**src/design/assert_macros.svh**
```systemverilog
// ----------------------------------------------------------------------------
// assert_macros.svh
// Concurrent assertion helpers, clocked on clk and disabled while rst_n is low.
// ----------------------------------------------------------------------------
`ifndef ASSERT_MACROS_SVH
`define ASSERT_MACROS_SVH

// Condition holds at every clock edge.
`define VMN_ASSERT(lbl, expr) \
  lbl: assert property (@(posedge clk) disable iff (!rst_n) (expr)) \
    else $error("assertion failed");

// Consequent holds in the same cycle as the antecedent.
`define VMN_ASSERT_IMPL(lbl, ante, cons) \
  lbl: assert property (@(posedge clk) disable iff (!rst_n) (ante) |-> (cons)) \
    else $error("assertion failed");

// Consequent holds in the cycle after the antecedent.
`define VMN_ASSERT_NEXT(lbl, ante, cons) \
  lbl: assert property (@(posedge clk) disable iff (!rst_n) (ante) |=> (cons)) \
    else $error("assertion failed");

`endif

```
**src/design/vmn_pkg.sv**
```systemverilog
// ----------------------------------------------------------------------------
// vmn_pkg
// Shared widths, register codes, payload types and step functions of the
// vector magnitude normalizer.
// ----------------------------------------------------------------------------
package vmn_pkg;

  // Field and register widths
  localparam int FIELD_W    = 16;
  localparam int MAG_W      = 16;
  localparam int MSQ_W      = 2 * MAG_W;
  localparam int CFG_ADDR_W = 3;
  localparam int CFG_DATA_W = 32;

  // Square root of (sum << 32): 32-bit radicand feed, 32-bit root
  localparam int RAD_W        = 32;
  localparam int ROOT_W       = 32;
  localparam int SQ_REM_W     = ROOT_W + 2;
  localparam int SQ_PER_STAGE = 2;
  localparam int SQ_STAGES    = ROOT_W / SQ_PER_STAGE;

  // Restoring division lanes, 16 quotient bits each
  localparam int DIV_PER_STAGE = 2;
  localparam int DIV_STAGES    = FIELD_W / DIV_PER_STAGE;
  localparam int LANES         = 4;
  localparam int LANE_MAG      = 0;
  localparam int LANE_X        = 1;
  localparam int MAP_NUM_W     = MAG_W + 1;

  // Register map (word index)
  localparam logic [CFG_ADDR_W-3:0] REG_MAX_MAG   = '0;
  localparam logic [MAG_W-1:0]      MAX_MAG_RESET = 16'hFFFF;

  // Saturation values
  localparam logic [FIELD_W-1:0] SAT_HIGH = '1;
  localparam logic [FIELD_W-1:0] SAT_LOW  = '0;

  typedef struct packed {
    logic [SQ_REM_W-1:0] rem;
    logic [ROOT_W-1:0]   root;
    logic [RAD_W-1:0]    rad;
  } sq_state_t;

  typedef struct packed {
    logic [MAG_W-1:0]   rem;
    logic [FIELD_W-1:0] qd;
  } div_lane_t;

  typedef div_lane_t [LANES-1:0] lanes_t;

  typedef logic [2:0][MAP_NUM_W-1:0] map_num_t;

  typedef struct packed {
    logic       mag_sat;
    logic [2:0] map_lo;
    logic [2:0] map_hi;
  } sat_flags_t;

  typedef struct packed {
    logic [FIELD_W-1:0] norm_magnitude;
    logic [FIELD_W-1:0] mapped_x;
    logic [FIELD_W-1:0] mapped_y;
    logic [FIELD_W-1:0] mapped_z;
    logic               clipped;
  } res_t;

  typedef struct packed {
    logic vld;
    res_t res;
  } res_beat_t;

  // Two digit-by-digit square root iterations
  function automatic sq_state_t sqrt_stage(input sq_state_t st_in);
    sq_state_t           st;
    logic [SQ_REM_W+1:0] acc;
    logic [SQ_REM_W+1:0] trial;
    st = st_in;
    for (int j = 0; j < SQ_PER_STAGE; j++) begin
      acc   = {st.rem, st.rad[RAD_W-1 -: 2]};
      trial = (SQ_REM_W + 2)'({st.root, 2'b01});
      if (acc >= trial) begin
        st.rem  = SQ_REM_W'(acc - trial);
        st.root = {st.root[ROOT_W-2:0], 1'b1};
      end else begin
        st.rem  = acc[SQ_REM_W-1:0];
        st.root = {st.root[ROOT_W-2:0], 1'b0};
      end
      st.rad = {st.rad[RAD_W-3:0], 2'b00};
    end
    return st;
  endfunction

  // Two restoring division steps on every lane
  function automatic lanes_t div_stage(input lanes_t ln_in, input logic [MAG_W-1:0] m);
    lanes_t         ln;
    logic [MAG_W:0] t;
    logic           ge;
    ln = ln_in;
    for (int l = 0; l < LANES; l++) begin
      for (int j = 0; j < DIV_PER_STAGE; j++) begin
        t  = {ln[l].rem, ln[l].qd[FIELD_W-1]};
        ge = (t >= {1'b0, m});
        if (ge) begin
          ln[l].rem = MAG_W'(t - {1'b0, m});
        end else begin
          ln[l].rem = t[MAG_W-1:0];
        end
        ln[l].qd = {ln[l].qd[FIELD_W-2:0], ge};
      end
    end
    return ln;
  endfunction

endpackage

```
**src/design/vmn_obuf.sv**
```systemverilog
// ----------------------------------------------------------------------------
// vmn_obuf
// Two-entry output buffer. Its fill level sets the pipeline advance enable,
// so the receiver's ready never reaches the input side combinationally.
// ----------------------------------------------------------------------------
`include "assert_macros.svh"

module vmn_obuf import vmn_pkg::*; (
  input  logic      clk,
  input  logic      rst_n,
  input  res_beat_t push,
  output logic      pipe_en,
  output logic      out_valid,
  input  logic      out_ready,
  output res_t      out_res
);

  localparam logic [1:0] BUF_EMPTY = 2'd0;
  localparam logic [1:0] BUF_ONE   = 2'd1;
  localparam logic [1:0] BUF_FULL  = 2'd2;

  logic [1:0] count_r, count_nxt;
  logic       run_r;
  res_t       head_r, head_nxt;
  res_t       skid_r, skid_nxt;
  logic       pop;

  assign out_valid = (count_r != BUF_EMPTY);
  assign out_res   = head_r;
  assign pop       = out_valid && out_ready;
  assign pipe_en   = run_r && (count_r != BUF_FULL);

  // Track fill level and route each transaction to head or skid entry
  always_comb begin
    count_nxt = count_r + 2'(push.vld) - 2'(pop);
    head_nxt  = head_r;
    skid_nxt  = skid_r;
    if (pop && count_r == BUF_FULL) begin
      head_nxt = skid_r;
    end else if (push.vld && (count_r == BUF_EMPTY || (pop && count_r == BUF_ONE))) begin
      head_nxt = push.res;
    end
    if (push.vld && count_r == BUF_ONE && !pop) begin
      skid_nxt = push.res;
    end
  end

  // Control state
  always_ff @(posedge clk) begin
    if (!rst_n) begin
      count_r <= BUF_EMPTY;
      run_r   <= 1'b0;
    end else begin
      count_r <= count_nxt;
      run_r   <= 1'b1;
    end
  end

  // Payload entries
  always_ff @(posedge clk) begin
    head_r <= head_nxt;
    skid_r <= skid_nxt;
  end

  `VMN_ASSERT(a_count_range, count_r != 2'd3)
  `VMN_ASSERT_IMPL(a_no_push_when_full, push.vld, count_r != BUF_FULL)
  `VMN_ASSERT_NEXT(a_full_holds, (count_r == BUF_FULL) && !pop, count_r == BUF_FULL)
  `VMN_ASSERT_NEXT(a_skid_moves_up, (count_r == BUF_FULL) && pop, head_r == $past(skid_r))

endmodule

```
**config.mk**
```make
export PLATFORM = sky130hd
export DESIGN_NAME = vmn_obuf
export DESIGN_NICKNAME = d
export VERILOG_FILES = /design/src/design/vmn_pkg.sv /design/src/design/vmn_obuf.sv
export VERILOG_INCLUDE_DIRS = /design/src /design/src/design
export SDC_FILE = /design/constraint.sdc
export NUM_CORES = 1
export LEC_CHECK = 0
export BUFFER_PORTS_ARGS = -buffer_cell sky130_fd_sc_hd__buf_2
export CAP_MARGIN = 20
export CORE_ASPECT_RATIO = 1.75
export CORE_MARGIN = 10
export CORE_UTILIZATION = 50
export CTS_BUF_LIST = sky130_fd_sc_hd__clkbuf_2 sky130_fd_sc_hd__clkbuf_4 sky130_fd_sc_hd__clkbuf_8
export DETAILED_ROUTE_END_ITERATION = 12
export PLACE_DENSITY = 0.79
export SYNTH_ARGS = -nofsm -noshare
export SYNTH_HDL_FRONTEND = slang
export SYNTH_SLANG_ARGS = --single-unit
```
**constraint.sdc**
```tcl
create_clock -name clk -period 12.7 [get_ports clk]
set_input_delay 2.54 -clock clk [delete_from_list [all_inputs] [get_ports clk]]
set_output_delay 2.54 -clock clk [all_outputs]
set_load 0.005 [all_outputs]
```
==> After elaboration in Yosys (flattened, before gate mapping) <==
Index checks and enable logic that the tools add are counted.
{ "op_classes": {"mux": 3, "n_eq_ne": 3, "reduce_logical": 12, "add_sub_neg": 2} }
{ "ops": {"columns": ["operator", "count"], "rows": [
  ["2-to-1 mux 65 bit", 2],
  ["logical AND 1 bit", 7],
  ["nonzero test 2 bit", 2],
  ["adder 2 x 1 -> 2 bit", 1],
  ["== test 2 x 1 -> 1 bit, second input constant", 1],
  ["== test 2 bit, second input constant", 1],
  ["logical NOT 2 bit", 1],
  ["inequality test 2 bit, second input constant", 1],
  ["subtractor 2 x 1 -> 2 bit", 1],
  ["logical NOT 1 bit", 1],
  ["logical OR 1 bit", 1],
  ["2-to-1 mux 1 bit", 1]
]} }
{ "totals": {"inputBits": 69, "reg_bits": 133, "output_inout_bits": 67} }

==> Longest topological paths before layout <==
{ "logic_depth": {"ltp_word": 7, "mapped_depth": 8, "depth_no_buf": 6} }

==> Worst setup path after synthesis <==
OpenSTA, ideal clock, no wires.
{ "synth_path": {"path_type": "input to register", "from": "in push[65] in the netlist's numbering", "to": "reg skid_r[0] in the netlist's numbering (enable)", "n_path_buf": 0, "slack_ps": 4614, "arrival_time_ps": 7504, "stages": 2, "path_cell_list": "nor2b_1 -> nor3b_1"} }
{ "synth_between": {"elab_chain_cells": 2} }
{ "synth_rtl": {"columns": ["element", "line_no", "source"], "rows": [
  ["start: declaration", "vmn_obuf.sv:11", "input res_beat_t push,"],
  ["logical AND 1 bit (2 in a row)", "vmn_obuf.sv:43", "if (push.vld && count_r == BUF_ONE && !pop) begin"],
  ["end signal: assignment", "vmn_obuf.sv:62", "skid_r <= skid_nxt;"],
  ["end: declaration", "vmn_obuf.sv:25", "res_t skid_r, skid_nxt;"]
]} }
No other way between the ends.
A chain may end at the register's enable or synchronous reset.

==> Final worst setup path <==
{ "layout_path": {"from": "in push[65] in the netlist's numbering", "to": "reg head_r (netlist bit out_res[56]) (enable)"} }
{ "layout_between": {"elab_chain_cells": 2} }
{ "layout_rtl": {"columns": ["element", "line_no", "source"], "rows": [
  ["logical AND 1 bit", "vmn_obuf.sv:40", "end else if (push.vld && (count_r == BUF_EMPTY || (pop && count_r == BUF_ONE))) begin"],
  ["nonzero test 2 bit (no source line)", null, null],
  ["end signal: assignment", "vmn_obuf.sv:61", "head_r <= head_nxt;"],
  ["end: declaration", "vmn_obuf.sv:24", "res_t head_r, head_nxt;"]
]} }
No other way between the ends.

==> results.py <==
metrics = {
    "placed_design": {
        "dpl_worst_slack_ns": 8.018,
        "dp_hpwl_mm": 7.167,
        "io_buffers": 135,
        "placed_cell_area_sq_mm": 0.005834,
        "gp_congestion": 0.7719,
    },
    "global_route": {
        "grt_max_degree": 39,
        "grt_usage_pct": 13.78,
        "antenna_found_initial": 1,
        "grt_pass1_vias": 2848,
        "grt-ovfl-total": 0,
        "grt_pass1_wl_mm": 15.04,
    },
    "setup_path": {
        "crit_required_ns": 12.74,
        "crit_chain": "buf_2, nor2b_1, a21oi_1, o21ai_4, buf_4",
        "max_stage_delay_ns": 0.74,
        "worstPathMaxFanout": 38,
        "cp_slowest_cell": "o21ai_4",
        "critPathLaunchType": "primary input",
        "worstPathArrival_ns": 4.28,
        "crit_family": "compound AO/OA/AOI/OAI gates",
        "path_class": "primary input to flop",
        "cp_num_buf_inv": 2,
        "crit_path_end_kind": "flop",
    },
    "drt": {
        "routed_wl_mm": 10.00,
        "drc_errors": 0,
        "dr.first_iter.drc_count": 139,
        "vias_per_cell": 4.982,
        "num_vias": 2546,
        "dr.pass1.iters": 4,
        "detail_route.wl_per_cell_um": 19.57,
        "drtAntennaViolNets": 0,
    },
    "flow_run": {
        "cap_violations": 0,
    },
    "clocking": {
        "htree_levels": 4,
        "cts_tree": "built",
        "clock_latency_ns": 0.41,
        "root_buffer": "clkbuf_8",
        "cts_resized": 0,
        "cts_buffers": 17,
        "postCtsSetupBuffers": 0,
        "clockBufferDepth": 2,
        "hold_buffers": 0,
        "path_clk_slew_ns": 0.06,
        "clkSinkCount": 133,
    },
    "synth": {
        "ys_seq_area_share_pct": 79.04,
        "synth_top_cell_area_share_pct": 77.84,
        "ys_types": 19,
        "synth_seq_cells": 133,
        "synth_cells": 221,
        "ys_top_cells_by_area": "edfxtp_1, mux2_4, mux2_2",
        "synth_fp_nets": 291,
        "avgSynthCellArea_sq_um": 22.69,
        "synth_top_cell_by_area": "edfxtp_1",
        "yosysWarnings": 0,
        "synth_area_sq_mm": 0.005015,
    },
    "floorplanning": {
        "rows": 48,
        "ioPinCount": 136,
        "die-area_sq_mm": 0.01459,
        "die_w_um": 95.71,
        "dieHeight_um": 152.5,
        "core_sq_mm": 0.009849,
        "initial_core_util_pct": 50.91,
    },
    "pwr": {
        "peakVddDrop_v": 0.00008680,
        "power_density_mw_per_mm2": 148.6,
        "p_leak_nw": 2.528,
    },
    "run_status": {
        "status": "finished, final reports clean",
    },
    "timing": {
        "period_needed_ns": 4.242,
        "drv_slew": 0,
        "period_share_pct": 33.40,
        "finalWorstSetupSlack_ns": 8.458,
        "timing.slew.headroom_pct": 37.72,
        "finalSetupViolCount": 0,
        "clock.fmax_ghz": 0.2357,
        "tns_ns": 0,
        "clock_skew_ns": 0.009122,
        "hold_viol": 0,
        "worst_slew_pin_slew_ns": 0.9307,
        "hold_ws_ns": 0.5490,
        "grt_setup_unrepaired": "no",
    },
    "cells_and_area": {
        "fin_area_sq_mm": 0.006206,
        "drive_above_1_share_pct": 61.56,
        "utilization_pct": 63.01,
        "area_growth_pct": 23.75,
        "final_nets": 442,
    },
    "hold_path": {
        "hold_path_class": "flop to flop",
    },
}
-- flip-flops by register name (all words and copies together) (netlist names) --
| register | flops |
|---|---|
| out_res | 65 |
| skid_r | 65 |
| count_r | 2 |
| run_r | 1 |
-- layout by cell type (no fill, tap or decap) --
cell,instances
or2_2,1
clkinv_4,1
dfxtp_1,3
buf_2,135
and2_1,1
clkbuf_4,3
o21ai_4,1
buf_4,4
bufinv_16,2
a21boi_0,2
inv_1,1
diode_2,1
mux2i_1,1
clkinv_2,5
a21oi_1,1
nor2b_1,1
edfxtp_1,130
clkinvlp_4,1
nor3b_2,1
nand3_4,1
clkbuf_8,17
mux2_2,26
nand2_1,2
o21ai_0,1
nand2b_1,1
clkinv_1,3
ha_1,1
mux2_4,39
-- layer usage --
metal	part of all wire [%]	track usage, %	vias to the layer above
met2	53	23.33	90
li1	-	-	1178
met1	38	14.38	1259
met3	6.6	4.292	19
met5	0	0	-
met4	3.1	7.833	0
-- through the flow --
stage / cells / power, mW
4_1_cts: 510 / 0.9334
2_1_floorplan: 221 / 0.5663
5_1_grt: 511 / 0.9584
6_report: 511 / 0.9224
3_3_place_gp: 478 / 0.6029
3_5_place_dp: 478 / 0.6066
-- layout make-up --
class	count	area, sq um
Tap cell	125	156.4
Fill cell	710	3643
Clock inverter	12	112.6
Multi-Input combinational cell	80	1005
Inverter	1	3.754
Clock buffer	20	256.5
Antenna cell	1	2.502
Sequential cell	133	3964
Timing Repair Buffer	139	705.7
-- power by group --
part	internal [mW]	leakage, nW	switching, mW
clock network	0.177	0.193	0.150
logic	0.0367	1.08	0.0371
registers	0.514	1.25	0.00682
total	0.728	2.53	0.194
-- synthesized netlist by cell type (all sizes together) --
library cell and n:
and2 1, mux2i 1, nand2b 1, nand2 2
inv 1, nor2b 1, ha 1, dfxtp 3
a21boi 2, nand3 1, edfxtp 130, or2 1
a21oi 1, buf 7, o21ai 2, mux2 65
nor3b 1
-- cells by family (layout without fill, tap and decap cells) --
kind of cell / Yosys count / after routing / synth area share [%]
DFF: 133 / 133 / 79.04
muxes: 66 / 66 / 17.71
and+or+nand+nor: 8 / 8 / 0.9984
buffers and inverters: 8 / 172 / 1.397
AOI/OAI and AO/OA: 5 / 5 / 0.5986
adders and majority gates: 1 / 1 / 0.2495
other: 0 / 1 / 0
-- final timing paths --
check | from | endpoint | slack [ns] | depth (start not counted)
worst max register to register | count_r[1] | out_res[56] | 10.30 | 4
worst max-delay path | push[65] | out_res[56] | 8.46 | 5
worst min register to register | skid_r[47] | out_res[47] | 0.55 | 1
worst min-delay path | skid_r[47] | out_res[47] | 0.55 | 1
-- worst register-to-register path, cell delays in order, from the launching register on --
cell     delay (ns)
dfxtp_1        0.37
nor2b_1        0.21
a21oi_1        0.10
o21ai_4        0.74
buf_4          0.58
Note: power is estimated with default switching activity, not from simulation.
